## config.mk

```make
export PLATFORM = sky130hd
export DESIGN_NAME = pad_front
export DESIGN_NICKNAME = d
export VERILOG_FILES = /design/src/design/pad_pkg.sv /design/src/design/pad_front.sv
export SDC_FILE = /design/constraint.sdc
export NUM_CORES = 1
export LEC_CHECK = 0
export BUFFER_PORTS_ARGS = -buffer_cell sky130_fd_sc_hd__buf_4
export CAP_MARGIN = 30
export CORE_MARGIN = 2
export CORE_UTILIZATION = 45
export CTS_BUF_LIST = sky130_fd_sc_hd__clkbuf_16
export CTS_CLUSTER_SIZE = 16
export DETAILED_ROUTE_END_ITERATION = 6
export HOLD_SLACK_MARGIN = 0.05
export PLACE_DENSITY_LB_ADDON = 0.05
export SETUP_SLACK_MARGIN = 0.3
export SLEW_MARGIN = 40
export SYNTH_ARGS = -nofsm -noshare
export SYNTH_HDL_FRONTEND = slang
export SYNTH_SLANG_ARGS = --single-unit
```

## constraint.sdc

```tcl
create_clock -name i_clk -period 3.84 [get_ports i_clk]
set_clock_uncertainty 0.2 [all_clocks]
set_input_delay 0.384 -clock i_clk [delete_from_list [all_inputs] [get_ports i_clk]]
set_output_delay 0.384 -clock i_clk [all_outputs]
set_load 0.01 [all_outputs]
```

## src/design/pad_pkg.sv

```systemverilog
// shared types, constants and the tangent table for the point angle block
`default_nettype none

package pad_pkg;

    // coordinate and datapath widths
    localparam int COORD_BITS = 12;
    localparam int DIFF_W     = COORD_BITS + 1;
    localparam int MAG_W      = COORD_BITS;
    localparam int TAN_FRAC   = 34;
    localparam int TAN_W      = 40;
    localparam int PROD_W     = MAG_W + TAN_W;
    localparam int ANGLE_W    = 9;
    localparam int F_MAX      = 89;
    localparam int F_W        = $clog2(F_MAX + 1);
    localparam int SEARCH_STAGES = F_W;

    // series evaluation constants for the tangent table
    localparam int          SER_Q      = 60;
    localparam int          SER_TERMS  = 16;
    localparam logic [63:0] PI_SCALED  = 64'd31415926535;
    localparam logic [63:0] PI_DEN     = 64'd1800000000000;

    // fixed angles
    localparam logic [ANGLE_W-1:0] DEG_0   = ANGLE_W'(0);
    localparam logic [ANGLE_W-1:0] DEG_90  = ANGLE_W'(90);
    localparam logic [ANGLE_W-1:0] DEG_180 = ANGLE_W'(180);
    localparam logic [ANGLE_W-1:0] DEG_270 = ANGLE_W'(270);
    localparam logic [ANGLE_W-1:0] DEG_360 = ANGLE_W'(360);

    // signed differences after the first stage
    typedef struct packed {
        logic signed [DIFF_W-1:0] dx;
        logic signed [DIFF_W-1:0] dy;
    } t_delta;

    // item carried through the magnitude and search stages
    typedef struct packed {
        logic [MAG_W-1:0] adx;
        logic [MAG_W-1:0] ady;
        logic [F_W-1:0]   f;
        logic             dx_neg;
        logic             dy_neg;
        logic             dx_zero;
        logic             dy_zero;
    } t_item;

    typedef logic [TAN_W-1:0] t_tan_rom [0:F_MAX];

    // (a * b) >> SER_Q, low 64 bits
    function automatic logic [63:0] mul_q(input logic [63:0] a, input logic [63:0] b);
        logic [127:0] p;
        p = {64'd0, a} * {64'd0, b};
        return p[SER_Q+63:SER_Q];
    endfunction

    // restoring divide, returns {quotient, remainder}
    function automatic logic [127:0] divmod(input logic [63:0] n, input logic [63:0] d);
        logic [64:0] r;
        logic [63:0] q;
        r = '0;
        q = '0;
        for (int i = 63; i >= 0; i--) begin
            r = {r[63:0], n[i]};
            if (r >= {1'b0, d}) begin
                r    = r - {1'b0, d};
                q[i] = 1'b1;
            end
        end
        return {q, r[63:0]};
    endfunction

    // floor(num * 2^bits / den)
    function automatic logic [63:0] frac_div(input logic [63:0] num, input logic [63:0] den,
                                             input int bits);
        logic [127:0] qr;
        logic [63:0]  q;
        logic [63:0]  r;
        qr = divmod(num, den);
        q  = qr[127:64];
        r  = qr[63:0];
        for (int i = 0; i < bits; i++) begin
            r = r << 1;
            q = q << 1;
            if (r >= den) begin
                r    = r - den;
                q[0] = 1'b1;
            end
        end
        return q;
    endfunction

    // tangent table with TAN_FRAC fraction bits, built from sine and cosine series
    function automatic t_tan_rom build_tan_rom();
        t_tan_rom    rom;
        logic [63:0] x;
        logic [63:0] x2;
        logic [63:0] s;
        logic [63:0] st;
        logic [63:0] c;
        logic [63:0] ct;
        logic [63:0] dv;
        logic [127:0] qr;
        logic [63:0] t;
        rom[0] = '0;
        for (int k = 1; k <= F_MAX; k++) begin
            x  = frac_div(64'(k) * PI_SCALED, PI_DEN, SER_Q);
            x2 = mul_q(x, x);
            s  = x;
            st = x;
            c  = 64'd1 << SER_Q;
            ct = 64'd1 << SER_Q;
            for (int i = 1; i <= SER_TERMS; i++) begin
                dv = 64'((2 * i) * (2 * i + 1));
                qr = divmod(mul_q(st, x2), dv);
                st = qr[127:64];
                dv = 64'((2 * i - 1) * (2 * i));
                qr = divmod(mul_q(ct, x2), dv);
                ct = qr[127:64];
                if (i % 2 == 1) begin
                    s = s - st;
                    c = c - ct;
                end else begin
                    s = s + st;
                    c = c + ct;
                end
            end
            t      = (c == 64'd0) ? '1 : frac_div(s, c, TAN_FRAC);
            rom[k] = t[TAN_W-1:0];
        end
        return rom;
    endfunction

    localparam t_tan_rom TAN_ROM = build_tan_rom();

    // table lookup, codes past the last degree read as zero
    function automatic logic [TAN_W-1:0] tan_at(input logic [F_W-1:0] idx);
        logic [TAN_W-1:0] v;
        if (idx > F_W'(F_MAX)) begin
            v = '0;
        end else begin
            v = TAN_ROM[idx];
        end
        return v;
    endfunction

endpackage

`default_nettype wire

```

## src/design/pad_front.sv

```systemverilog
// front stages: coordinate differences, then magnitudes and sign flags
`default_nettype none

module pad_front
    import pad_pkg::*;
(
    input  logic                         i_clk,
    input  logic                         i_rst_n,
    input  logic                         i_valid,
    output logic                         o_ready,
    input  logic signed [COORD_BITS-1:0] i_ref_x,
    input  logic signed [COORD_BITS-1:0] i_ref_y,
    input  logic signed [COORD_BITS-1:0] i_pt_x,
    input  logic signed [COORD_BITS-1:0] i_pt_y,
    output logic                         o_valid,
    input  logic                         i_ready,
    output t_item                        o_item
);

    logic   r_a_valid;
    t_delta r_a_delta;
    t_delta n_a_delta;
    logic   r_b_valid;
    t_item  r_b_item;
    t_item  n_b_item;
    logic   ready_a;
    logic   ready_b;

    // stage ready chain
    assign ready_b = !r_b_valid || i_ready;
    assign ready_a = !r_a_valid || ready_b;
    assign o_ready = ready_a;

    // differences, y flipped so angles run counterclockwise on screen
    always_comb begin
        n_a_delta.dx = DIFF_W'(i_pt_x) - DIFF_W'(i_ref_x);
        n_a_delta.dy = DIFF_W'(i_ref_y) - DIFF_W'(i_pt_y);
    end

    // magnitudes and quadrant flags
    always_comb begin
        n_b_item.dx_neg  = r_a_delta.dx[DIFF_W-1];
        n_b_item.dy_neg  = r_a_delta.dy[DIFF_W-1];
        n_b_item.dx_zero = (r_a_delta.dx == '0);
        n_b_item.dy_zero = (r_a_delta.dy == '0);
        n_b_item.adx     = r_a_delta.dx[DIFF_W-1] ? MAG_W'(-r_a_delta.dx)
                                                  : MAG_W'(r_a_delta.dx);
        n_b_item.ady     = r_a_delta.dy[DIFF_W-1] ? MAG_W'(-r_a_delta.dy)
                                                  : MAG_W'(r_a_delta.dy);
        n_b_item.f       = '0;
    end

    // valid bits
    always_ff @(posedge i_clk) begin
        if (!i_rst_n) begin
            r_a_valid <= 1'b0;
            r_b_valid <= 1'b0;
        end else begin
            if (ready_a) begin
                r_a_valid <= i_valid;
            end
            if (ready_b) begin
                r_b_valid <= r_a_valid;
            end
        end
    end

    // payload registers
    always_ff @(posedge i_clk) begin
        if (ready_a) begin
            r_a_delta <= n_a_delta;
        end
        if (ready_b) begin
            r_b_item <= n_b_item;
        end
    end

    assign o_valid = r_b_valid;
    assign o_item  = r_b_item;

`ifndef SYNTHESIS
    // zero flag agrees with the magnitude
    a_dy_zero: assert property (@(posedge i_clk) disable iff (!i_rst_n)
        r_b_valid |-> (r_b_item.dy_zero == (r_b_item.ady == '0)))
        else $error("dy zero flag disagrees with magnitude");
`endif

endmodule

`default_nettype wire

```

**Word-level counts from Yosys, hierarchy flattened**

Cells that the tools add are included.

- Register bits: 56
- Bits in latches: 0
- Memory bits (writable): 0
- Memory bits (read-only): 0
- Bits of input ports: 52
- Output and inout port bits: 37
- Logic and storage cells: 22
- Memories kept: 0

- Add/sub/neg operators: 4
- $mul: 0
- Divide/modulo/power cells: 0
- Magnitude comparators: 0
- Equal/unequal tests: 0
- Shift operators: 0
- Multiplexer cells: 2
- Bitwise gates (word level): 0
- Reductions and logical operators: 6

Operator list:

| cell | count |
|---|---|
| $logic_not A13 Y1 | 2 |
| $sub A12 B12 Y13 | 2 |
| $mux W12 | 2 |
| $neg A12 Y12 | 2 |
| $logic_not A1 Y1 | 2 |
| $logic_or A1 B1 Y1 | 2 |

**Logic depth before layout (Yosys ltp)**

Gate-level depths: netlist (run 1).

- Depth after elaboration: 3
- Mapped depth: 8
- Gate-level depth less buffers: 8

**Worst setup path after synthesis (run 1)**

OpenSTA, ideal clock, no wires.

- Kind: input to register
- Start point: input i_pt_y[9]
- End point: register r_a_delta[11] (netlist name) (data pin)
- Setup time: 0.270 ns
- Arrival: 1.804 ns
- Data required time: 3.370 ns
- Path slack: 1.566 ns
- Cell stages on the path: 8
- Path buffers: 1
- Path through: inv_1 -> ha_1 -> buf_2 -> and4_1 -> a21o_1 -> or3_1 -> o311ai_2 -> a2111oi_2

RTL lines:

| item | RTL line | text |
|---|---|---|
| from (decl) | pad_front.sv:14 | `input logic signed [COORD_BITS-1:0] i_pt_y,` |
| to (signal assigned) | pad_front.sv:71 | `r_a_delta <= n_a_delta;` |
| to (decl) | pad_front.sv:21 | `t_delta r_a_delta;` |

==> impl_metrics.tcl, run 1 <==
set metrics [dict create \
    status "completed" \
    required_ns 3.71 \
    hold_violations 0 \
    final_cells 508 \
    cts_inserted_buffers 5 \
    path_class "in2reg" \
    place_area_um2 4180 \
    fin_crit_ns 2.30 \
    critPathMaxStageDelay_ns 0.42 \
    drt_iter0_markers 53 \
    cp-end-kind "register" \
    htree_num_levels 2 \
    stdcell_area_um2 4320 \
    fmax_ghz 0.436 \
    cts_tree "done" \
    slew_viol_final 0 \
    synth_common_cells "edfxtp_1, inv_1, nand2_1" \
    synth_warnings 0 \
    async_flop_share_pct 0 \
    ys.flop_type "edfxtp_1" \
    first_pass_iters 4 \
    critPathArrivalTime_ns 2.16 \
    slowest_stage "fa_1" \
    ys_seq_area_share_pct 47.4 \
    relSlewSlack_pct 61.3 \
    cts_resized 0 \
    timing.rr.end "o_item[32]$_DFFE_PP_" \
    drc_errors 0 \
    die_y_um 92.2 \
    fin_ws_ns 1.54 \
    critPathMaxFanout 3 \
    p_per_area_nw_per_um2 444 \
    place_hpwl_um 4800 \
    grt_max_degree 29 \
    clock-sinks 56 \
    synth_top_area_cell "edfxtp_1" \
    synth.area.top_cells "edfxtp_1, ha_1, xnor2_1" \
    yosys.cell_types.count 56 \
    holdCritStartpoint "i_rst_n" \
    worst_slew_pin_slew_ns 0.579 \
    dieWidth_um 92.2 \
    cp_top_family "compound AO/OA/AOI/OAI gates" \
    setup_violations 0 \
    core_region_area_um2 7650 \
    drv_cap 0 \
    rows 32 \
    hold_path_depth 2 \
    post_cts.repair.setup_buffers 0 \
    pre_cts_slack_ns 1.25 \
    cts-root-buf "clkbuf_16" \
    ff2ff_setup_slack_ns 1.83 \
    drive_gt1_share_pct 23.6 \
    finalCritPeriodShare_pct 59.8 \
    worstRegToRegCells 4 \
    wirelength_um 6020 \
    synth.avg_cell_area_um2 10.8 \
    avgViaCountPerCell 4.89 \
    hold_path.class "in2reg" \
    cp_num_buf_inv 1 \
    wl_per_cell_um 11.8 \
    clkLatencyLatePin_ns 0.28 \
    power_mw 1.92 \
    diodes 0 \
    ys_ff_latch 56 \
    cp_cell_sequence "buf_4 -> ha_1 -> fa_1 -> nor2b_1 -> o2111ai_1 -> a21oi_1 -> nor2_1 -> o311ai_0" \
    rsz0062_at_grt "no" \
    io_pins 89 \
    grt_first_pass_wirelength_um 10300 \
    track_usage_pct 14.7 \
    synth_cells 323 \
    yosysMostFrequentCell "edfxtp_1" \
    setup_tns_ns 0 \
    synth_area_um2 3500 \
    grt_pass1_vias 2328 \
    die-area_um2 8500 \
    path_clk_slew_ns 0.06 \
    io_buffers 81 \
    dp.cells 500 \
    hold_end "o_valid$_SDFFE_PN0P_" \
    cts_hold_buf 0 \
    clockBufferDepth 2 \
    place_congestion 0.815 \
    yosysTopAreaCellShare_pct 46.3 \
    ir_drop_v 0.000180 \
    r2r_start "r_a_delta[15]$_DFFE_PP_" \
    initial_core_util_pct 45.8 \
    leakagePower_nw 1.91 \
    grt_overflow_total 0 \
    via_count 2486 \
    antenna_found_initial 0 \
    antenna_left 0 \
    synth_edf_count 54 \
    cp-start-kind "input port" \
    area_growth_pct 23.3 \
    nets 485 \
]
==> layer usage <==
layer,routed length [um],vias to the layer above,global-route usage [%]
li1,-,1309,-
met1,3050,1096,21.4
met2,2550,75,22.0
met3,343,6,2.96
met4,72,0,4.85
met5,0,-,0
==> area by class of cell <==
type	count	area (um^2)
Multi-Input combinational cell	221	1630
Clock buffer	5	125
Inverter	39	146
Timing Repair Buffer	82	616
Tap cell	102	128
Fill cell	669	3330
Clock inverter	3	11.3
Sequential cell	56	1660
==> stage by stage <==
step                      utilization (%)  hold slack, ns
final                                56.5           0.111
after global placement               54.7           0.238
after detailed placement             54.7           0.251
after CTS                            56.5           0.102
after floorplan                         -           0.226
after global routing                 56.5           0.104
==> cells by family (layout without fill, tap and decap cells) <==
family,Yosys count,after routing,synth area share [%]
and+or+nand+nor,85,85,12.5
other,1,7,0.107
AOI/OAI and AO/OA,65,65,13.9
DFF,56,56,47.4
xor gates and xnor gates,36,36,9.00
adders and majority gates,28,28,10.4
buffers and inverters,52,129,6.61
==> cell usage in the layout (no fill, tap or decap), drive strengths merged, types with 7 or more instances in the layout <==
cell type  count
a21oi         12
buf           82
conb           7
edfxtp        54
ha            26
inv           40
nand2         32
nor2          16
nor2b          8
o21ai         13
or3            9
xnor2         29
xor2           7
==> worst max path at each step <==
stage	start	end	slack (ns)	depth (start not counted)
3_3_place_gp	i_ref_x[0]	n_b_item[3]$_DFFE_PP_	1.33	8
2_1_floorplan	i_pt_y[9]	r_a_delta[11]$_DFFE_PP_	1.57	8
6_report	i_ref_x[0]	r_a_delta[23]$_DFFE_PP_	1.54	8
4_1_cts	i_ref_x[0]	r_a_delta[23]$_DFFE_PP_	1.54	8
5_1_grt	i_ref_x[0]	r_a_delta[23]$_DFFE_PP_	1.36	8
3_5_place_dp	i_ref_x[0]	r_a_delta[23]$_DFFE_PP_	1.25	8
==> registers in the layout, summed over array words and instances (netlist names) <==
name,cells
r_a_valid,1
n_b_item,2
r_a_delta,24
o_item,28
o_valid,1
==> report_power, final <==
group | total [mW] | switching (mW) | internal (mW)
Sequential | 0.953 | 0.0907 | 0.862
Clock | 0.416 | 0.181 | 0.235
Combinational | 0.549 | 0.254 | 0.295
Power figures use the tool's default switching activity.
==> run 2, diff against run 1 <==
ABC_AREA = 1   (was unset)
clock period = 2.2 ns   (was 3.84 ns; I/O delays follow)
==> run 2 against run 1 <==
Effect of this change: largest cell class is now multi-input combinational cells; critical endpoint is now r_a_valid$_SDFFE_PN0P_; die area increased by 11%; global-route usage increased by 0.52 points; worst hold slack gained 0.014 ns; non-clock buffer count is 4 higher; largest power group unchanged; combinational power is 100% higher; sequential share of layout area fell by 3.9 points.
==> impl_metrics.tcl, run 2 <==
set metrics [dict create \
    drv_cap 0 \
    core_region_area_um2 8590 \
    async_flop_share_pct 0 \
    cp-end-kind "register" \
    switching_share_pct 29.9 \
    critPathArrivalTime_ns 1.72 \
    synth.area.top_cells "edfxtp_1, nand2_1, inv_1" \
    cts_resized 0 \
    grt_pass1_vias 2788 \
    diodes 0 \
    synth_area_um2 3920 \
    cp_cell_sequence "nand3_1 -> buf_4 -> a21oi_1 -> dlygate4sd3_1" \
    ir_drop_v 0.000344 \
    ys_seq_area_share_pct 42.4 \
    p_int_mw 2.44 \
    ff2ff_setup_slack_ns 0.44 \
    clock-sinks 56 \
    largest_register_ffs 28 \
    switchingPower_mw 1.04 \
    cp-endpoint "r_a_valid$_SDFFE_PN0P_" \
    via_count 3137 \
    p_clk_share_pct 21.4 \
    layout_common_cells "nand2_1, inv_1, buf_4" \
    path_clk_slew_ns 0.07 \
    finalCritPeriodShare_pct 79.8 \
    cp_top_family "buffers and inverters" \
    holdWs_ns 0.125 \
    synth_warnings 0 \
    p_comb_share_pct 32.0 \
    wl_per_cell_um 9.85 \
    cts_inserted_buffers 5 \
    synth_edf_count 54 \
    setup_violations 0 \
    io_pins 89 \
    fin_ws_ns 0.445 \
    fin_crit_ns 1.76 \
    worstRegToRegCells 4 \
    dieWidth_um 97.3 \
    slew_viol_final 0 \
    required_ns 2.16 \
    r2r_start "o_valid$_SDFFE_PN0P_" \
    fmax_ghz 0.570 \
    yosysMostFrequentCell "nand2_1" \
    clockBufferDepth 2 \
    die_y_um 97.3 \
    stdcell_area_um2 4800 \
    place_hpwl_um 5810 \
    final_common_cell "nand2_1" \
    io_buffers 81 \
    avgViaCountPerCell 4.47 \
    antenna_left 0 \
    wirelength_um 6920 \
    cp_num_buf_inv 2 \
    p_seq_share_pct 46.7 \
    critPathMaxFanout 28 \
    pre_cts_slack_ns 0.264 \
    cp-start-kind "register" \
    hold_path.class "in2reg" \
    antenna_found_initial 0 \
    timing.rr.end "r_a_valid$_SDFFE_PN0P_" \
    die-area_um2 9470 \
    initial_core_util_pct 45.6 \
    path_class "reg2reg" \
    cts-root-buf "clkbuf_16" \
    crit_cells 4 \
    drc_errors 0 \
    grt_max_degree 30 \
    status "completed" \
    crit_start "o_valid$_SDFFE_PN0P_" \
    yosysTopAreaCellShare_pct 41.4 \
    yosys.cell_types.count 23 \
    area_growth_pct 22.6 \
    slowest_stage "dlygate4sd3_1" \
    ys_ff_latch 56 \
    ys.flop_type "edfxtp_1" \
    setup_tns_ns 0 \
    clkLatencyLatePin_ns 0.29 \
    cts_tree "done" \
    place_congestion 0.781 \
    synth_top_area_cell "edfxtp_1" \
    hold_violations 0 \
    drive_gt1_share_pct 18.2 \
    first_pass_iters 4 \
    grt_overflow_total 0 \
    drt_iter0_markers 183 \
    place_area_um2 4640 \
    p_per_area_nw_per_um2 723 \
    synth.avg_cell_area_um2 7.79 \
    rsz0062_at_grt "no" \
    leakagePower_nw 2.65 \
    nets 673 \
    synth_common_cells "nand2_1, inv_1, edfxtp_1" \
    track_usage_pct 15.2 \
    synth_cells 503 \
    critPathMaxStageDelay_ns 0.58 \
    grt_first_pass_wirelength_um 12100 \
    rows 34 \
    htree_num_levels 2 \
]
-- run 2: cell types whose count changed after synthesis, moves of 5 or more --
cell / change
nand2_1: +127
inv_1: +79
nand3_1: +28
xnor2_1: -20
nand4_1: +11
xor2_1: +10
nor2_1: +9
or3_1: -9
nor2b_1: -8
a21o_1: -5
inv_2: +5
nand3_2: +5
o2111ai_1: -5
o21a_1: -5
-- run 2: power groups by stage --
stage | registers [mW] | clock network, mW | logic (mW)
after floorplan | 1.71 | 0 | 0.619
final | 1.62 | 0.743 | 1.11
after detailed placement | 1.65 | 0 | 1.11
after global placement | 1.64 | 0 | 1.10
after global routing | 1.66 | 0.796 | 1.26
after CTS | 1.63 | 0.757 | 1.12
-- run 2: worst min-delay path by stage --
stage	startpoint	slack (ns)	cells after the start	endpoint
2_1_floorplan	i_valid	0.15	2	r_a_valid$_SDFFE_PN0P_
3_3_place_gp	r_a_valid$_SDFFE_PN0P_	0.23	2	o_valid$_SDFFE_PN0P_
3_5_place_dp	r_a_delta[13]$_DFFE_PP_	0.24	0	o_item[23]$_DFFE_PP_
4_1_cts	i_pt_y[0]	0.13	3	r_a_delta[0]$_DFFE_PP_
5_1_grt	i_pt_y[0]	0.14	3	r_a_delta[0]$_DFFE_PP_
6_report	i_pt_y[0]	0.12	3	r_a_delta[0]$_DFFE_PP_
-- run 2: per-layer routing --
metal	GRT usage (%)	part of all wire, %	vias up
li1	-	-	1721
met1	23.0	53	1322
met2	22.9	41	86
met3	2.37	5.1	8
met4	4.17	1.4	0
met5	0	0	-
-- run 2: layout make-up --
cell class / count / area [um^2]
well taps: 108 / 135
multi-input cells: 321 / 1750
flip-flops and latches: 56 / 1660
fillers: 835 / 3790
clock buffers: 5 / 125
inverters: 123 / 462
repair buffers: 86 / 653
clock inverters: 3 / 13.8
-- run 2: kinds of logic (layout without fill, tap and decap cells) --
family / count (synthesis) / count (layout) / synth area share [%]
flops: 56 / 56 / 42.4
buf+inv: 132 / 217 / 13.4
fa+ha+maj: 28 / 28 / 9.32
other cells: 1 / 7 / 0.0957
compound gates: 24 / 24 / 3.42
xor+xnor: 26 / 26 / 5.81
simple gates: 236 / 236 / 25.5
-- run 2: metrics by stage --
step,power [mW],utilization (%),cells
4_1_cts,3.51,55.9,702
3_5_place_dp,2.76,53.9,691
2_1_floorplan,2.32,-,509
5_1_grt,3.71,55.9,702
3_3_place_gp,2.74,53.9,691
6_report,3.48,55.9,702
-- run 2: worst register-to-register path, delay by kind of cell (launching register included) --
family          cells  cell delay (ns)
simple gates        1             0.09
flops               1             0.32
compound gates      1             0.12
buf+inv             2             0.91
-- run 2: what timing repair did --
action / in CTS / in global routing
setup buffers: 0 / 0
endpoints found under the hold margin: 2 / 0
hold buffers: 3 / 0
==> run 3, diff against run 2 <==
ABC_AREA = 0   (was 1)
clock period = 1.6 ns   (was 2.2 ns; I/O delays follow)
==> run 3 against run 2 <==
Effect of this change: the run now ends with setup timing left; routed wire length up 49%; power up 67%; largest power group is now combinational cells; core utilization up 26 points; clock power up 43%.
==> impl_metrics.tcl, run 3 (synthesis results as in run 1) <==
set metrics [dict create \
    status "complete, but fails checks" \
    violations "setup timing" \
    cts-root-buf "clkbuf_16" \
    io_buffers 81 \
    place_hpwl_um 5680 \
    htree_num_levels 2 \
    wirelength_um 10300 \
    cp_top_family "simple AND/OR/NAND/NOR gates" \
    cp-end-kind "register" \
    place_congestion 0.776 \
    cp_num_buf_inv 0 \
    diodes 0 \
    clkLatencyLatePin_ns 0.30 \
    relSlewSlack_pct 57.0 \
    layout_common_cells "buf_4, edfxtp_1, buf_6" \
    worst_slew_pin_slew_ns 0.629 \
    cp-start-kind "register" \
    critPathArrivalTime_ns 1.91 \
    pre_cts_slack_ns -0.619 \
    largest_register_ffs 28 \
    ir_drop_v 0.000525 \
    path_class "reg2reg" \
    fin_crit_ns 2.07 \
    setup_violations 23 \
    final_common_cell "buf_4" \
    finalCritPeriodShare_pct 130 \
    critPathMaxStageDelay_ns 0.58 \
    first_pass_iters 4 \
    drc_errors 0 \
    utilization_pct 81.4 \
    grt_max_degree 17 \
    fin_ws_ns -0.475 \
    power_mw 5.80 \
    io_pins 89 \
    fmax_ghz 0.482 \
    core_region_area_um2 7650 \
    drv_cap 0 \
    p_per_area_nw_per_um2 931 \
    drive_gt1_share_pct 59.5 \
    nets 597 \
    slew_viol_final 0 \
    drt_iter0_markers 82 \
    dieWidth_um 92.2 \
    critPathMaxFanout 3 \
    required_ns 1.43 \
    area_growth_pct 77.8 \
    wl_per_cell_um 16.6 \
    path_clk_slew_ns 0.07 \
    track_usage_pct 21.1 \
    grt_overflow_total 0 \
    antenna_found_initial 0 \
    die-area_um2 8500 \
    clockBufferDepth 2 \
    cp_cell_sequence "or4_4 -> nor3_4 -> nand2_2 -> o31ai_4 -> xnor2_1" \
    leakagePower_nw 2.66 \
    antenna_left 0 \
    avgViaCountPerCell 5.12 \
    hold_violations 0 \
    cts_inserted_buffers 5 \
    hold_path.class "in2reg" \
    rows 32 \
    initial_core_util_pct 45.8 \
    die_y_um 92.2 \
    grt_first_pass_wirelength_um 14300 \
    rsz0062_at_grt "yes" \
    via_count 3175 \
    cts_tree "done" \
    slowest_stage "or4_4" \
    clock-sinks 56 \
    grt_pass1_vias 3051 \
]
==> run 3: worst reg2reg max path, delay by kind of cell, from the launching register on <==
family          cells  cell delay, ns
simple gates        3            0.87
compound gates      1            0.20
xor+xnor            1            0.14
flops               1            0.41
==> run 3: area by class of cell <==
class / count / area (um^2)
Sequential cell: 56 / 1660
Tap cell: 102 / 128
Fill cell: 426 / 1420
Clock inverter: 3 / 13.8
Multi-Input combinational cell: 223 / 2400
Timing Repair Buffer: 192 / 1690
Clock buffer: 5 / 125
Inverter: 39 / 208
==> run 3: layer usage <==
layer / global-route usage, % / wire (um) / vias up
li1: - / - / 1541
met3: 2.55 / 390 / 20
met5: 0 / 0 / -
met4: 5.72 / 274 / 0
met1: 26.1 / 4080 / 1526
met2: 38.7 / 5570 / 88
==> run 3: final timing paths <==
path                                from                       to  slack (ns)  cells after the start
hold / removal                i_ref_x[1]  r_a_delta[14]$_DFFE_PP_        0.14                      3
setup / recovery  r_a_delta[5]$_DFFE_PP_     o_item[21]$_DFFE_PP_       -0.47                      5
hold reg to reg   r_a_delta[0]$_DFFE_PP_     o_item[11]$_DFFE_PP_        0.34                      0
setup reg to reg  r_a_delta[5]$_DFFE_PP_     o_item[21]$_DFFE_PP_       -0.47                      5
==> run 3: repair_timing <==
| item | CTS | global route |
|---|---|---|
| cloned | 4 | 1 |
| setup buffers | 10 | 15 |
| pin swaps | 31 | 16 |
| hold buffers | 4 | 0 |
| endpoints found under the hold margin | 4 | 0 |
| gates resized for setup | 86 | 47 |
| endpoints found under the setup margin | 97 | 97 |
==> run 3: metrics by stage <==
step | hold WS (ns) | area, um^2 | cells | setup TNS, ns
6_report | 0.141 | 6230 | 620 | -5.39
5_1_grt | 0.140 | 6230 | 620 | -6.66
4_1_cts | 0.127 | 5860 | 604 | -3.98
3_5_place_dp | 0.178 | 5120 | 578 | -9.91
3_3_place_gp | 0.177 | 5120 | 578 | -9.30
2_1_floorplan | 0.0777 | 3910 | 329 | -4.15
==> run 3: power breakdown <==
| part | total [mW] | switching (mW) | internal [mW] |
|---|---|---|---|
| clock | 1.06 | 0.491 | 0.570 |
| sequential | 2.31 | 0.235 | 2.07 |
| combinational | 2.43 | 1.11 | 1.32 |
| total | 5.80 | 1.83 | 3.96 |
