## src/design/pad_pkg.sv

```systemverilog
// shared types, constants and the tangent table for the point angle block
`default_nettype none

package pad_pkg;

    // coordinate and datapath widths
    localparam int COORD_BITS = 12;
    localparam int DIFF_W     = COORD_BITS + 1;
    localparam int MAG_W      = COORD_BITS;
    localparam int TAN_FRAC   = 34;
    localparam int TAN_W      = 40;
    localparam int PROD_W     = MAG_W + TAN_W;
    localparam int ANGLE_W    = 9;
    localparam int F_MAX      = 89;
    localparam int F_W        = $clog2(F_MAX + 1);
    localparam int SEARCH_STAGES = F_W;

    // series evaluation constants for the tangent table
    localparam int          SER_Q      = 60;
    localparam int          SER_TERMS  = 16;
    localparam logic [63:0] PI_SCALED  = 64'd31415926535;
    localparam logic [63:0] PI_DEN     = 64'd1800000000000;

    // fixed angles
    localparam logic [ANGLE_W-1:0] DEG_0   = ANGLE_W'(0);
    localparam logic [ANGLE_W-1:0] DEG_90  = ANGLE_W'(90);
    localparam logic [ANGLE_W-1:0] DEG_180 = ANGLE_W'(180);
    localparam logic [ANGLE_W-1:0] DEG_270 = ANGLE_W'(270);
    localparam logic [ANGLE_W-1:0] DEG_360 = ANGLE_W'(360);

    // signed differences after the first stage
    typedef struct packed {
        logic signed [DIFF_W-1:0] dx;
        logic signed [DIFF_W-1:0] dy;
    } t_delta;

    // item carried through the magnitude and search stages
    typedef struct packed {
        logic [MAG_W-1:0] adx;
        logic [MAG_W-1:0] ady;
        logic [F_W-1:0]   f;
        logic             dx_neg;
        logic             dy_neg;
        logic             dx_zero;
        logic             dy_zero;
    } t_item;

    typedef logic [TAN_W-1:0] t_tan_rom [0:F_MAX];

    // (a * b) >> SER_Q, low 64 bits
    function automatic logic [63:0] mul_q(input logic [63:0] a, input logic [63:0] b);
        logic [127:0] p;
        p = {64'd0, a} * {64'd0, b};
        return p[SER_Q+63:SER_Q];
    endfunction

    // restoring divide, returns {quotient, remainder}
    function automatic logic [127:0] divmod(input logic [63:0] n, input logic [63:0] d);
        logic [64:0] r;
        logic [63:0] q;
        r = '0;
        q = '0;
        for (int i = 63; i >= 0; i--) begin
            r = {r[63:0], n[i]};
            if (r >= {1'b0, d}) begin
                r    = r - {1'b0, d};
                q[i] = 1'b1;
            end
        end
        return {q, r[63:0]};
    endfunction

    // floor(num * 2^bits / den)
    function automatic logic [63:0] frac_div(input logic [63:0] num, input logic [63:0] den,
                                             input int bits);
        logic [127:0] qr;
        logic [63:0]  q;
        logic [63:0]  r;
        qr = divmod(num, den);
        q  = qr[127:64];
        r  = qr[63:0];
        for (int i = 0; i < bits; i++) begin
            r = r << 1;
            q = q << 1;
            if (r >= den) begin
                r    = r - den;
                q[0] = 1'b1;
            end
        end
        return q;
    endfunction

    // tangent table with TAN_FRAC fraction bits, built from sine and cosine series
    function automatic t_tan_rom build_tan_rom();
        t_tan_rom    rom;
        logic [63:0] x;
        logic [63:0] x2;
        logic [63:0] s;
        logic [63:0] st;
        logic [63:0] c;
        logic [63:0] ct;
        logic [63:0] dv;
        logic [127:0] qr;
        logic [63:0] t;
        rom[0] = '0;
        for (int k = 1; k <= F_MAX; k++) begin
            x  = frac_div(64'(k) * PI_SCALED, PI_DEN, SER_Q);
            x2 = mul_q(x, x);
            s  = x;
            st = x;
            c  = 64'd1 << SER_Q;
            ct = 64'd1 << SER_Q;
            for (int i = 1; i <= SER_TERMS; i++) begin
                dv = 64'((2 * i) * (2 * i + 1));
                qr = divmod(mul_q(st, x2), dv);
                st = qr[127:64];
                dv = 64'((2 * i - 1) * (2 * i));
                qr = divmod(mul_q(ct, x2), dv);
                ct = qr[127:64];
                if (i % 2 == 1) begin
                    s = s - st;
                    c = c - ct;
                end else begin
                    s = s + st;
                    c = c + ct;
                end
            end
            t      = (c == 64'd0) ? '1 : frac_div(s, c, TAN_FRAC);
            rom[k] = t[TAN_W-1:0];
        end
        return rom;
    endfunction

    localparam t_tan_rom TAN_ROM = build_tan_rom();

    // table lookup, codes past the last degree read as zero
    function automatic logic [TAN_W-1:0] tan_at(input logic [F_W-1:0] idx);
        logic [TAN_W-1:0] v;
        if (idx > F_W'(F_MAX)) begin
            v = '0;
        end else begin
            v = TAN_ROM[idx];
        end
        return v;
    endfunction

endpackage

`default_nettype wire

```

## src/design/pad_angle.sv

```systemverilog
// quadrant and axis mapping of the degree count, output register
`default_nettype none

module pad_angle
    import pad_pkg::*;
(
    input  logic               i_clk,
    input  logic               i_rst_n,
    input  logic               i_valid,
    output logic               o_ready,
    input  t_item              i_item,
    output logic               o_valid,
    input  logic               i_ready,
    output logic [ANGLE_W-1:0] o_angle_deg
);

    logic               r_valid;
    logic [ANGLE_W-1:0] r_angle;
    logic [ANGLE_W-1:0] n_angle;
    logic [ANGLE_W-1:0] fa;

    assign o_ready = !r_valid || i_ready;

    // axes first, then the four quadrants; a full turn wraps to zero
    always_comb begin
        fa = ANGLE_W'(i_item.f);
        if (i_item.dy_zero) begin
            n_angle = i_item.dx_neg ? DEG_180 : DEG_0;
        end else if (i_item.dx_zero) begin
            n_angle = i_item.dy_neg ? DEG_270 : DEG_90;
        end else if (!i_item.dx_neg && !i_item.dy_neg) begin
            n_angle = fa;
        end else if (i_item.dx_neg && !i_item.dy_neg) begin
            n_angle = DEG_180 - fa;
        end else if (i_item.dx_neg) begin
            n_angle = DEG_180 + fa;
        end else if (fa == DEG_0) begin
            n_angle = DEG_0;
        end else begin
            n_angle = DEG_360 - fa;
        end
    end

    always_ff @(posedge i_clk) begin
        if (!i_rst_n) begin
            r_valid <= 1'b0;
        end else if (o_ready) begin
            r_valid <= i_valid;
        end
    end

    always_ff @(posedge i_clk) begin
        if (o_ready) begin
            r_angle <= n_angle;
        end
    end

    assign o_valid     = r_valid;
    assign o_angle_deg = r_angle;

`ifndef SYNTHESIS
    // result stays below a full turn
    a_angle_range: assert property (@(posedge i_clk) disable iff (!i_rst_n)
        r_valid |-> (r_angle < DEG_360))
        else $error("angle out of range");
`endif

endmodule

`default_nettype wire

```

## config.mk

```make
export PLATFORM = sky130hd
export DESIGN_NAME = pad_angle
export DESIGN_NICKNAME = d
export VERILOG_FILES = /design/src/design/pad_pkg.sv /design/src/design/pad_angle.sv
export SDC_FILE = /design/constraint.sdc
export NUM_CORES = 1
export LEC_CHECK = 0
export ABC_AREA = 1
export ABC_CLOCK_PERIOD_IN_PS = 1800
export BUFFER_PORTS_ARGS = -buffer_cell sky130_fd_sc_hd__buf_2
export CORE_MARGIN = 2
export CORE_UTILIZATION = 25
export DETAILED_ROUTE_END_ITERATION = 6
export PLACE_DENSITY = 0.47
export SYNTH_ARGS = -nofsm -noshare
export SYNTH_HDL_FRONTEND = slang
export SYNTH_SLANG_ARGS = --single-unit
export TNS_END_PERCENT = 100
```

## constraint.sdc

```tcl
create_clock -name i_clk -period 1.8 [get_ports i_clk]
set_input_delay 0.36 -clock i_clk [delete_from_list [all_inputs] [get_ports i_clk]]
set_output_delay 0.36 -clock i_clk [all_outputs]
set_load 0.05 [all_outputs]
```

Word level (Yosys, flattened, before mapping)
Cells that the tools add are included. W data, S select, Z words.

Register bits: 10. Bits in latches: 0. Bits in writable memories: 0. ROM bits: 0. Input port bits: 39. Output and inout port bits: 11. Logic and storage cells: 20. Memories kept: 0.

Add/subtract/negate cells: 3. $mul: 0. Div/mod/pow operators: 0. $lt $le $gt $ge: 0. Equality and inequality tests: 0. Shift operators: 0. Multiplexer cells: 8. Bitwise gates (word level): 0. Reductions and logical operators: 7.

Operators with widths (number): $mux W9 (7); $add A8 B7 Y9 const A (1); $sub A8 B7 Y9 const A (1); $sub A9 B7 Y9 const A (1); $mux W8 (1); $logic_not A7 Y1 (1); $logic_not A1 Y1 (3); $logic_and A1 B1 Y1 (2); $logic_or A1 B1 Y1 (1).

Depth between registers and ports, before layout
Gate-level depths: netlist of the first run.

Word-level depth: 7. Gate-level depth with buffers: 12. Mapped depth without buffers: 12.

Least setup slack after synthesis of the first run
OpenSTA, ideal clock, no wires.

Kind: register to register. Start: reg r_valid (netlist: o_valid). End: reg r_angle[0] (netlist: o_angle_deg[0]), enable pin. Library setup time: 0.437 ns. Arrival time: 1.187 ns. Data required time: 1.363 ns. Path slack: 0.176 ns. Cell stages (with the launch flop): 2. Buffers on the path: 0. Period minus slack after synthesis: 1.624 ns. Path through: dfxtp_1 -> nand2_1.

Word-level cells in the longest chain between the ends: 2.

RTL lines: start: declaration (RTL line pad_angle.sv:17) `logic r_valid;`; start signal: assignment (RTL line pad_angle.sv:48) `r_valid <= i_valid;`; $logic_not A1 Y1 (RTL line pad_angle.sv:22) `assign o_ready = !r_valid || i_ready;`; $logic_or A1 B1 Y1 (RTL line pad_angle.sv:22); net o_ready (RTL line pad_angle.sv:10) `output logic o_ready,`; end signal: assignment (RTL line pad_angle.sv:54) `r_angle <= n_angle;`; end: declaration (RTL line pad_angle.sv:18) `logic [ANGLE_W-1:0] r_angle;`.

The timed path passes the listed nets, and every way through them passes these cells. A chain may end at the register's enable or synchronous reset.

Final worst setup path of the first run
Start: in i_item[4] in the netlist's numbering. End: reg r_angle[3] (netlist: o_angle_deg[3]) (data pin).

Word-level cells in the longest chain between the ends: 7. Elaborated cells between the ends (all ways): 10. Those cells by class: 3 x add/sub; 6 x mux; 1 x reduce/logical.

RTL lines: start: declaration (RTL line pad_angle.sv:11) `input t_item i_item,`; $sub A9 B7 Y9 or $logic_not A7 Y1 (tied branches) (RTL line pad_angle.sv:40, pad_angle.sv:37); $mux W9 (RTL line pad_angle.sv:37) `end else if (fa == DEG_0) begin`; $mux W9 (RTL line pad_angle.sv:35) `end else if (i_item.dx_neg) begin`; $mux W9 (*) (RTL line pad_angle.sv:33) `end else if (i_item.dx_neg && !i_item.dy_neg) begin`; $mux W9 (*) (RTL line pad_angle.sv:31) `end else if (!i_item.dx_neg && !i_item.dy_neg) begin`; $mux W9 (*) (RTL line pad_angle.sv:29) `end else if (i_item.dx_zero) begin`; $mux W9 (*) (RTL line pad_angle.sv:27) `if (i_item.dy_zero) begin`.

Every way passes the cells marked *; elsewhere a longest branch is shown, timed or not.

==> results of run 1 <==
-- synth_stat cells --
cell type / n / area, sq um
sky130_fd_sc_hd__a21boi_0: 1 / 7.510
sky130_fd_sc_hd__a21oi_1: 9 / 45.04
sky130_fd_sc_hd__a31oi_1: 1 / 6.260
sky130_fd_sc_hd__and2_1: 1 / 6.260
sky130_fd_sc_hd__buf_4: 2 / 15.01
sky130_fd_sc_hd__buf_6: 2 / 22.52
sky130_fd_sc_hd__dfxtp_1: 1 / 20.02
sky130_fd_sc_hd__edfxtp_1: 9 / 270.3
sky130_fd_sc_hd__ha_1: 5 / 62.56
sky130_fd_sc_hd__inv_1: 20 / 75.07
sky130_fd_sc_hd__inv_2: 4 / 15.01
sky130_fd_sc_hd__nand2_1: 57 / 214.0
sky130_fd_sc_hd__nand2_2: 4 / 25.02
sky130_fd_sc_hd__nand3_1: 12 / 60.06
sky130_fd_sc_hd__nand3_2: 2 / 20.02
sky130_fd_sc_hd__nand4_1: 2 / 12.51
sky130_fd_sc_hd__nor2_1: 13 / 48.80
sky130_fd_sc_hd__nor2_2: 5 / 31.28
sky130_fd_sc_hd__nor2_8: 1 / 20.02
sky130_fd_sc_hd__o21ai_0: 6 / 30.03
sky130_fd_sc_hd__o21ai_1: 3 / 15.01
sky130_fd_sc_hd__o21ai_2: 2 / 17.52
sky130_fd_sc_hd__xor2_1: 1 / 8.760
-- per-layer routing --
metal	share of wire (%)	wire, um	GRT usage [%]
met5	0	0	0
met4	0.69	18	4.412
met3	4.0	106	0.4870
met2	45	1175	21.63
met1	50	1319	16.98
-- cell families after synthesis --
| logic type | count (synthesis) | synth area share [%] |
|---|---|---|
| adders and majority gates | 5 | 5.967 |
| DFF | 10 | 27.69 |
| and+or+nand+nor | 97 | 41.77 |
| xor gates and xnor gates | 1 | 0.8355 |
| buffers and inverters | 28 | 12.17 |
| AOI/OAI and AO/OA | 22 | 11.58 |
-- power breakdown --
group / switching, W / internal (W)
logic: 0.000208 / 0.0000824
clock network: 0.0000773 / 0.000154
registers: 0.00000439 / 0.000279
-- per-stage QoR --
| step | setup WS (ns) | hold slack (ns) |
|---|---|---|
| after floorplan | 0.1758 | 0.5014 |
| after global placement | 0.1212 | 0.6170 |
| after detailed placement | 0.1221 | 0.6177 |
| after CTS | 0.3682 | 0.3760 |
| after global routing | 0.2116 | 0.3955 |
| final | 0.3654 | 0.3777 |
-- layout make-up --
| type | count | area [sq um] | area share (%) |
|---|---|---|---|
| well taps | 50 | 62.56 | 4.883 |
| inverters | 24 | 90.09 | 7.031 |
| multi-input cells | 125 | 630.6 | 49.22 |
| flip-flops and latches | 10 | 290.3 | 22.66 |
| repair buffers | 30 | 162.7 | 12.70 |
| clock buffers | 4 | 45.04 | 3.516 |
-- worst max-delay path: cells and delay by family --
kind,cells,cell delay [ns]
simple gates,6,0.58
fa+ha+maj,1,0.24
buf+inv,3,0.22
-- worst paths after layout --
check	startpoint	depth (start not counted)	slack, ns	to
setup / recovery	i_item[4]	10	0.37	o_angle_deg[3]$_SDFFCE_PP0P_
hold / removal	i_valid	3	0.38	o_valid$_SDFFE_PN0P_
hold reg to reg	o_valid$_SDFFE_PN0P_	2	0.70	o_angle_deg[4]$_DFFE_PP_
setup reg to reg	o_valid$_SDFFE_PN0P_	2	0.94	o_angle_deg[1]$_SDFFCE_PP0P_
-- state kept, by name (all words and copies together), names as in the netlist --
signal	count
o_angle_deg	9
o_valid	1
==> results.txt, run 1 <==
----------------------------------------------------
[Critical path]
  Slowest-stage cell, CP ... sky130_fd_sc_hd__ha_1
  Category of the most critical setup path ... input port to flip-flop
  Arr. time, crit path ... 1.42 ns
  Delay of the slowest critical-path stage ... 0.24 ns
  Cell breakdown of the critical path ... buf_2, inv_1, ha_1, nand2_1, nor2_2, nor2_2, nand3_1, nand3_1, nand2_1, inv_1
  Required time at the worst-slack endpoint ... 1.79 ns
  CP Max Fanout ... 4
  Startpoint types ... input port
  Crit end category ... flip-flop

[Min path]
  Type of the worst min-delay path ... input port to flip-flop

[Clock tree]
  CTS Buffer Depth ... 2
  Clock edge transition at the registers on the reported setup and hold paths ... roughly 0.04 ns
  CTS hold repair buffers ... 0
  Clock network latency to the later pin of the worst-skew pair ... 0.23 ns
  Setup Fix Bufs, Post-CTS ... 0
  Root Buffer Master ... sky130_fd_sc_hd__clkbuf_8
  TritonCTS clock tree ... done
  Gates resized, CTS repair ... 0
  Clock Sink Count ... 10
  TritonCTS Buffers ... 3
  Deepest level of the CTS H-tree ... 1

[Finish]
  Number of antenna diodes ... 0
  Most common cell after layout, fill and taps aside ... sky130_fd_sc_hd__nand2_1
  Synthesis-to-finish area growth ... 22.20%
  # nets final ... roughly 240
  Most frequent cells in the layout ... sky130_fd_sc_hd__nand2_1, sky130_fd_sc_hd__buf_2, sky130_fd_sc_hd__inv_1
  Number of filler cells placed in the layout ... 484
  Finished Core Util ... a little under a third
  Finished Cell Area ... 1281 sq um
  Share of layout cells above drive strength 1 ... between 20% and 30%
  Final standard cell count with taps included and fillers excluded ... 243

[Timing]
  Total negative slack ... 0 ns
  Number of max-slew violations in the final report ... 0
  Slew @ Worst Pin ... roughly 0.26 ns
  Max Clk Rate ... 697.0 MHz
  Fin crit period ... 1.435 ns
  Setup repair after global routing missed its margin ... false
  Remaining max-slew budget at the tightest pin ... 82.82%
  Fin crit share ... 79.70%
  Final number of hold-violating endpoints ... 0
  Worst Clk Skew ... 0.004609 ns
  Final setup fails ... 0

[Logic synthesis]
  Yosys warnings ... 0
  Area of the mapped netlist ... 1049 sq um
  Average cell area after synthesis ... 6.433 sq um
  Number of storage elements in the synthesis netlist ... 10
  Synth Net Count ... 207
  Proportion of synthesized chip area in sequential cells ... 27.68%
  Post-synth cell types ... 23
  Gate count after technology mapping ... roughly 160

[Floorplan]
  Initial Utilization ... 26.02%
  Core box area ... 4029 sq um
  I/O pins ... 50
  Die span in x ... 68.76 um
  Floorplan row count ... 23
  Die ar. ... approximately 4700 sq um
  Die span in y ... roughly 69 um

[Placement]
  Placement Cell Area ... 1236 sq um
  Instance count after placement with tap cells included ... about 240
  Placer congestion estimate ... 0.7963
  Detailed-placement wirelength estimate ... 2.134 mm
  Total of buffers placed on input and output ports ... 25

[Run status]
  Status ... finished clean

[Power and ir drop]
  Power per cell area ... about 630 nW/um^2
  Largest vdd supply drop ... 0.1536 mV
  Cell leakage power ... 0.6911 nW
  Final total power ... 0.0008052 W

[Drt]
  Final routed wirelength across all metal layers ... between 2 and 3 mm
  Starting DRT DRC Count ... 48
  Remaining routing DRC violations ... 0
  Post-detailed-route count of antenna-violating nets ... 0
  Number of optimization iterations in the first detailed-route pass ... 4
  Number of vias after detailed routing ... 1041
  Via density per instance ... ~4.3
  Wire length per cell after detailed routing ... 10.78 um

[GRT]
  Initial antenna violation count ... 0
  Pin count of the biggest net entering global routing ... 13
  Via count of the first global-routing pass ... between 900 and 1000
  Wire length of the first global-routing pass ... 4.505 mm
  Global route overflow ... 0
  Global-route usage over all layers ... around an eighth

[Flow run]
  Number of max-cap violations ... 0

----------------------------------------------------
Power figures use the tool's default switching activity.
==> inputs of run 2 (changes only) <==
ABC_CLOCK_PERIOD_IN_PS = 1400   (was 1800)
clock period = 1.4 ns   (was 1.8 ns; I/O delays follow)
==> results.txt, run 2 (synthesis gave the netlist of run 1 again) <==
----------------------------------------------------
[Timing]
  Setup repair after global routing missed its margin ... false
  Final number of hold-violating endpoints ... 0 (unchanged)
  Final setup fails ... 0 (unchanged)
  Fin crit period ... 1.286 ns
  Worst Clk Skew ... 0.002460 ns (-0.002149 ns)
  Total negative slack ... 0 ns (unchanged)
  Setup WS post-layout ... 0.1142 ns (-0.2511 ns)
  Slew @ Worst Pin ... 0.2502 ns (-0.007438 ns)
  Remaining max-slew budget at the tightest pin ... 83.44% (+0.61 points)
  Number of max-slew violations in the final report ... 0 (unchanged)
  Max Clk Rate ... just under 800 MHz
  Fin crit share ... 91.84%

[Finish]
  Number of filler cells placed in the layout ... 465 (-3.9%)
  Number of antenna diodes ... 0 (unchanged)
  Flip-flop count of the largest register, all copies and words added ... 9 (unchanged)
  Most common cell after layout, fill and taps aside ... sky130_fd_sc_hd__nand2_1
  Most frequent cells in the layout ... sky130_fd_sc_hd__nand2_1, sky130_fd_sc_hd__buf_2, sky130_fd_sc_hd__buf_4
  Sequential cell area ... 290.3 sq um (unchanged)
  Area occupied by multi-input gates ... 653.1 sq um (+3.6%)
  Share of layout cells above drive strength 1 ... 33.81% (+7.4 points)
  # nets final ... 255 (+7.1%)
  Synthesis-to-finish area growth ... 37.71%

[Placement]
  Setup Slack @ Placement ... -0.2172 ns (-0.3393 ns)
  Total of buffers placed on input and output ports ... 25 (unchanged)
  Detailed-placement wirelength estimate ... 2.238 mm (+4.9%)
  Placer congestion estimate ... 0.8327 (+4.6%)

[GRT]
  Pin count of the biggest net entering global routing ... 11 (-2)
  Wire length of the first global-routing pass ... 4.422 mm (-1.8%)
  Initial antenna violation count ... 0 (unchanged)
  Via count of the first global-routing pass ... 1041 (+4.8%)
  Global-route usage over all layers ... 12.51% (-0.14 points)
  Global route overflow ... 0 (unchanged)

[Power and ir drop]
  Cell leakage power ... 0.7777 nW (+13%)
  Largest vdd supply drop ... 0.1879 mV (+22%)
  Power per cell area ... 744.7 nW/um^2 (+18%)

[Clock tree]
  Deepest level of the CTS H-tree ... 1 (unchanged)
  CTS Buffer Depth ... 2 (unchanged)
  Setup Fix Bufs, Post-CTS ... 0 (unchanged)
  TritonCTS clock tree ... done
  TritonCTS Buffers ... 3 (unchanged)
  Clock edge transition at the registers on the reported setup and hold paths ... 0.04 ns (about the same)
  Root Buffer Master ... sky130_fd_sc_hd__clkbuf_8
  Clock network latency to the later pin of the worst-skew pair ... 0.23 ns (about the same)
  Clock Sink Count ... 10 (unchanged)

[Critical path]
  Top cell by count, worst path ... sky130_fd_sc_hd__nand2_1
  Category of the most critical setup path ... input port to flip-flop
  Slowest-stage cell, CP ... sky130_fd_sc_hd__ha_1
  Delay of the slowest critical-path stage ... 0.18 ns (-0.06 ns)
  Startpoint types ... input port
  CP Max Fanout ... 3 (-1)
  Required time at the worst-slack endpoint ... 1.39 ns (-0.40 ns)
  Crit end category ... flip-flop
  Cell breakdown of the critical path ... buf_2, buf_4, ha_1, nand2_1, nand2_1, nor2_2, nor2_1, nor2_1, nor2_1, nand2_1, nand2_1
  Arr. time, crit path ... 1.27 ns (-0.15 ns)

[Floorplan]
  Initial Utilization ... 26.02% (unchanged)
  Core box area ... 4029 sq um (unchanged)
  Die span in y ... 68.76 um (unchanged)
  Die ar. ... 4728 sq um (unchanged)
  I/O pins ... 50 (unchanged)
  Die span in x ... 68.76 um (unchanged)
  Floorplan row count ... 23 (unchanged)

[Drt]
  Remaining routing DRC violations ... 0 (unchanged)
  Number of optimization iterations in the first detailed-route pass ... 4 (unchanged)
  Wire length per cell after detailed routing ... 10.27 um (-4.7%)
  Final routed wirelength across all metal layers ... 2.671 mm (+2.0%)
  Via density per instance ... 4.300 (+0.37%)
  Number of vias after detailed routing ... 1118 (+7.4%)
  Post-detailed-route count of antenna-violating nets ... 0 (unchanged)
  Starting DRT DRC Count ... 69 (+44%)

[Min path]
  Type of the worst min-delay path ... input port to flip-flop

[Flow run]
  Number of max-cap violations ... 0 (unchanged)

[Run status]
  Status ... finished clean

----------------------------------------------------
==> run 2: path summary, 6_finish.rpt <==
| kind | from | end | slack, ns | cells past startpoint |
|---|---|---|---|---|
| min reg2reg | o_valid$_SDFFE_PN0P_ | o_angle_deg[7]$_DFFE_PP_ | 0.69 | 2 |
| max reg2reg | o_valid$_SDFFE_PN0P_ | o_angle_deg[1]$_SDFFCE_PP0P_ | 0.55 | 2 |
| min | i_valid | o_valid$_SDFFE_PN0P_ | 0.30 | 3 |
| max | i_item[6] | o_angle_deg[6]$_SDFFCE_PP0P_ | 0.11 | 11 |
==> run 2: cell type report <==
type	count	share of cell area (%)
Multi-Input combinational cell	125	45.23
Tap cell	50	4.333
Sequential cell	10	20.10
Clock inverter	1	0.2600
Timing Repair Buffer	47	20.97
Clock buffer	3	2.860
Inverter	24	6.239
==> run 2: layer usage <==
metal	vias to the layer above	global-route usage, %	part of all wire [%]
li1	613	-	-
met1	479	15.78	49
met2	24	21.88	45
met3	2	0.9740	4.8
met4	0	5.147	0.64
met5	-	0	0
==> run 2: critical path, delay by kind of cell <==
| kind | cells | cell delay, ns |
|---|---|---|
| buffers and inverters | 2 | 0.25 |
| AND/OR/NAND/NOR | 8 | 0.56 |
| adder cells (fa/ha/maj) | 1 | 0.18 |
==> run 2: power breakdown <==
| group | internal (W) | switching (W) | leakage (nW) |
|---|---|---|---|
| logic | 0.000144 | 0.000277 | 0.648 |
| registers | 0.000359 | 0.00000553 | 0.107 |
| clock network | 0.000191 | 0.0000992 | 0.0231 |
==> run 2: timing repair <==
| item | in CTS | in global routing |
|---|---|---|
| endpoints found under the setup margin | 0 | 6 |
| resized for setup | 0 | 5 |
| hold buffers | 0 | 0 |
==> run 2: metrics by stage <==
step | hold WS [ns] | total power (W) | cell area, sq um | cells | util, %
2_1_floorplan | 0.4214 | 0.0006485 | 1051 | 163 | -
3_3_place_gp | 0.5360 | 0.0007865 | 1379 | 256 | 34.22
3_5_place_dp | 0.5370 | 0.0007854 | 1379 | 256 | 34.22
4_1_cts | 0.2915 | 0.001085 | 1424 | 260 | 35.34
5_1_grt | 0.2934 | 0.001157 | 1444 | 260 | 35.84
6_report | 0.2953 | 0.001075 | 1444 | 260 | 35.84
==> inputs of run 3 (changes only) <==
ABC_CLOCK_PERIOD_IN_PS = 1600   (was 1400)
clock period = 1.6 ns   (was 1.4 ns; I/O delays follow)
==> results.txt, run 3 (synthesis gave the netlist of run 1 again) <==
----------------------------------------------------
[Clock tree]
  TritonCTS Buffers ... 3 (unchanged)
  Root Buffer Master ... sky130_fd_sc_hd__clkbuf_8
  Setup Fix Bufs, Post-CTS ... 0 (unchanged)
  Gates resized, CTS repair ... 0 (unchanged)
  TritonCTS clock tree ... done
  Clock network latency to the later pin of the worst-skew pair ... 0.23 ns (about the same)
  Deepest level of the CTS H-tree ... 1 (unchanged)
  Clock edge transition at the registers on the reported setup and hold paths ... 0.04 ns (about the same)
  CTS hold repair buffers ... 0 (unchanged)
  CTS Buffer Depth ... 2 (unchanged)
  Clock Sink Count ... 10 (unchanged)

[Timing]
  Slew @ Worst Pin ... 0.2537 ns (+0.003483 ns)
  Max Clk Rate ... between 700 and 800 MHz
  Fin crit share ... between 80% and 90%
  Worst Clk Skew ... 0.002146 ns (-0.0003143 ns)
  Number of max-slew violations in the final report ... 0 (unchanged)
  Total negative slack ... 0 ns (unchanged)
  Remaining max-slew budget at the tightest pin ... 83.09% (-0.35 points)
  Final setup fails ... 0 (unchanged)
  Fin crit period ... 1.399 ns
  Final number of hold-violating endpoints ... 0 (unchanged)
  Setup repair after global routing missed its margin ... false

[GRT]
  Wire length of the first global-routing pass ... 4.367 mm (-1.2%)
  Global-route usage over all layers ... 12.27% (-0.24 points)
  Global route overflow ... 0 (unchanged)
  Met1 capacity usage during global routing ... 16.17% (+0.39 points)
  Initial antenna violation count ... 0 (unchanged)
  Met2 capacity usage during global routing ... 21.27% (-0.60 points)
  Via count of the first global-routing pass ... 1004 (-3.6%)
  Global Route met3 Usage ... 0.9740% (unchanged)
  Pin count of the biggest net entering global routing ... 13 (+2)
  Busiest layer in global routing ... met2

[Drt]
  Post-detailed-route count of antenna-violating nets ... 0 (unchanged)
  Via density per instance ... 4.292 (-0.19%)
  Number of vias after detailed routing ... 1073 (-4.0%)
  Starting DRT DRC Count ... 45 (-35%)
  Wire length per cell after detailed routing ... 10.45 um (+1.7%)
  Number of optimization iterations in the first detailed-route pass ... 4 (unchanged)
  Remaining routing DRC violations ... 0 (unchanged)
  Final routed wirelength across all metal layers ... 2.612 mm (-2.2%)

[Floorplan]
  Core box area ... 4029 sq um (unchanged)
  Die span in y ... 68.76 um (unchanged)
  I/O pins ... 50 (unchanged)
  Initial Utilization ... 26.02% (unchanged)
  Die span in x ... 68.76 um (unchanged)
  Die ar. ... 4728 sq um (unchanged)
  Floorplan row count ... 23 (unchanged)

[Flow run]
  Number of max-cap violations ... 0 (unchanged)

[Finish]
  Synthesis-to-finish area growth ... 27.45%
  Number of antenna diodes ... 0 (unchanged)
  # nets final ... 245 (-3.9%)
  Area occupied by multi-input gates ... 633.1 sq um (-3.1%)
  Share of layout cells above drive strength 1 ... 29.50% (-4.3 points)
  Sequential cell area ... 290.3 sq um (unchanged)
  Number of filler cells placed in the layout ... 467 (+0.43%)
  Most common cell after layout, fill and taps aside ... sky130_fd_sc_hd__nand2_1
  Most frequent cells in the layout ... sky130_fd_sc_hd__nand2_1, sky130_fd_sc_hd__buf_2, sky130_fd_sc_hd__inv_1
  Flip-flop count of the largest register, all copies and words added ... 9 (unchanged)

[Power and ir drop]
  Power per cell area ... 686.3 nW/um^2 (-7.8%)
  Final total power ... 0.0009170 W (-15%)
  Cell leakage power ... 0.7252 nW (-6.8%)
  Largest vdd supply drop ... 0.1830 mV (-2.6%)

[Critical path]
  Worst flop-to-flop path endpoint ... o_angle_deg[1]$_SDFFCE_PP0P_
  Crit end category ... flip-flop
  Setup slack of the most critical reg-to-reg path ... 0.75 ns (+0.20 ns)
  CP Max Fanout ... 4 (+1)
  Arr. time, crit path ... 1.38 ns (+0.11 ns)
  R2R Path Start ... o_valid$_SDFFE_PN0P_
  Category of the most critical setup path ... input port to flip-flop
  Count of cells along the worst register-to-register path ... 2 (unchanged)
  Startpoint types ... input port
  Capture point of the worst path ... o_angle_deg[2]$_DFFE_PP_
  Required time at the worst-slack endpoint ... 1.58 ns (+0.19 ns)
  Worst setup path start ... i_item[4]

[Placement]
  Placer congestion estimate ... 0.8136 (-2.3%)
  Total of buffers placed on input and output ports ... 25 (unchanged)
  Detailed-placement wirelength estimate ... 2.186 mm (-2.3%)

[Run status]
  Status ... finished clean

[Min path]
  Type of the worst min-delay path ... input port to flip-flop

----------------------------------------------------
run 3: critical path, cell delays in order:
cell and delay, ns:
sky130_fd_sc_hd__buf_2 0.11, sky130_fd_sc_hd__inv_1 0.07, sky130_fd_sc_hd__ha_1 0.24, sky130_fd_sc_hd__nand2_1 0.13
sky130_fd_sc_hd__o21ai_2 0.23, sky130_fd_sc_hd__nor2_1 0.06, sky130_fd_sc_hd__nand2_1 0.06, sky130_fd_sc_hd__nand2_1 0.06
sky130_fd_sc_hd__nand2_1 0.06, sky130_fd_sc_hd__nand2_1 0.04
run 3: worst min-delay path by stage:
stage | start | end | cells past startpoint
final | i_valid | o_valid$_SDFFE_PN0P_ | 3
after global routing | i_rst_n | o_valid$_SDFFE_PN0P_ | 2
after CTS | i_valid | o_valid$_SDFFE_PN0P_ | 3
after detailed placement | i_valid | o_valid$_SDFFE_PN0P_ | 3
after global placement | i_valid | o_valid$_SDFFE_PN0P_ | 3
after floorplan | i_valid | o_valid$_SDFFE_PN0P_ | 2
run 3: per-layer routing:
| metal | share of wire (%) | vias to the layer above |
|---|---|---|
| li1 | - | 589 |
| met1 | 51 | 458 |
| met2 | 44 | 24 |
| met3 | 4.3 | 2 |
| met4 | 0.38 | 0 |
| met5 | 0 | - |
run 3: power breakdown:
group	switching (W)	internal [W]
clock network	0.0000853	0.000173
registers	0.00000504	0.000314
logic	0.000236	0.000104
total	0.000326	0.000591
run 3: final cells by class:
type | instances | area share (%)
Inverter | 24 | 6.742
Sequential cell | 10 | 21.72
Multi-Input combinational cell | 125 | 47.38
Clock buffer | 4 | 3.371
Tap cell | 50 | 4.682
Timing Repair Buffer | 37 | 16.10
run 3: metrics by stage:
stage / setup slack [ns] / hold WS (ns) / utilization [%] / std cells / area, sq um
2_1_floorplan: 0.1956 / 0.4614 / - / 163 / 1051
3_3_place_gp: -0.04825 / 0.5757 / 32.05 / 246 / 1291
3_5_place_dp: -0.05395 / 0.5749 / 32.05 / 246 / 1291
4_1_cts: 0.1833 / 0.3348 / 33.17 / 250 / 1336
5_1_grt: 0.05914 / 0.3495 / 33.17 / 250 / 1336
6_report: 0.2014 / 0.3364 / 33.17 / 250 / 1336
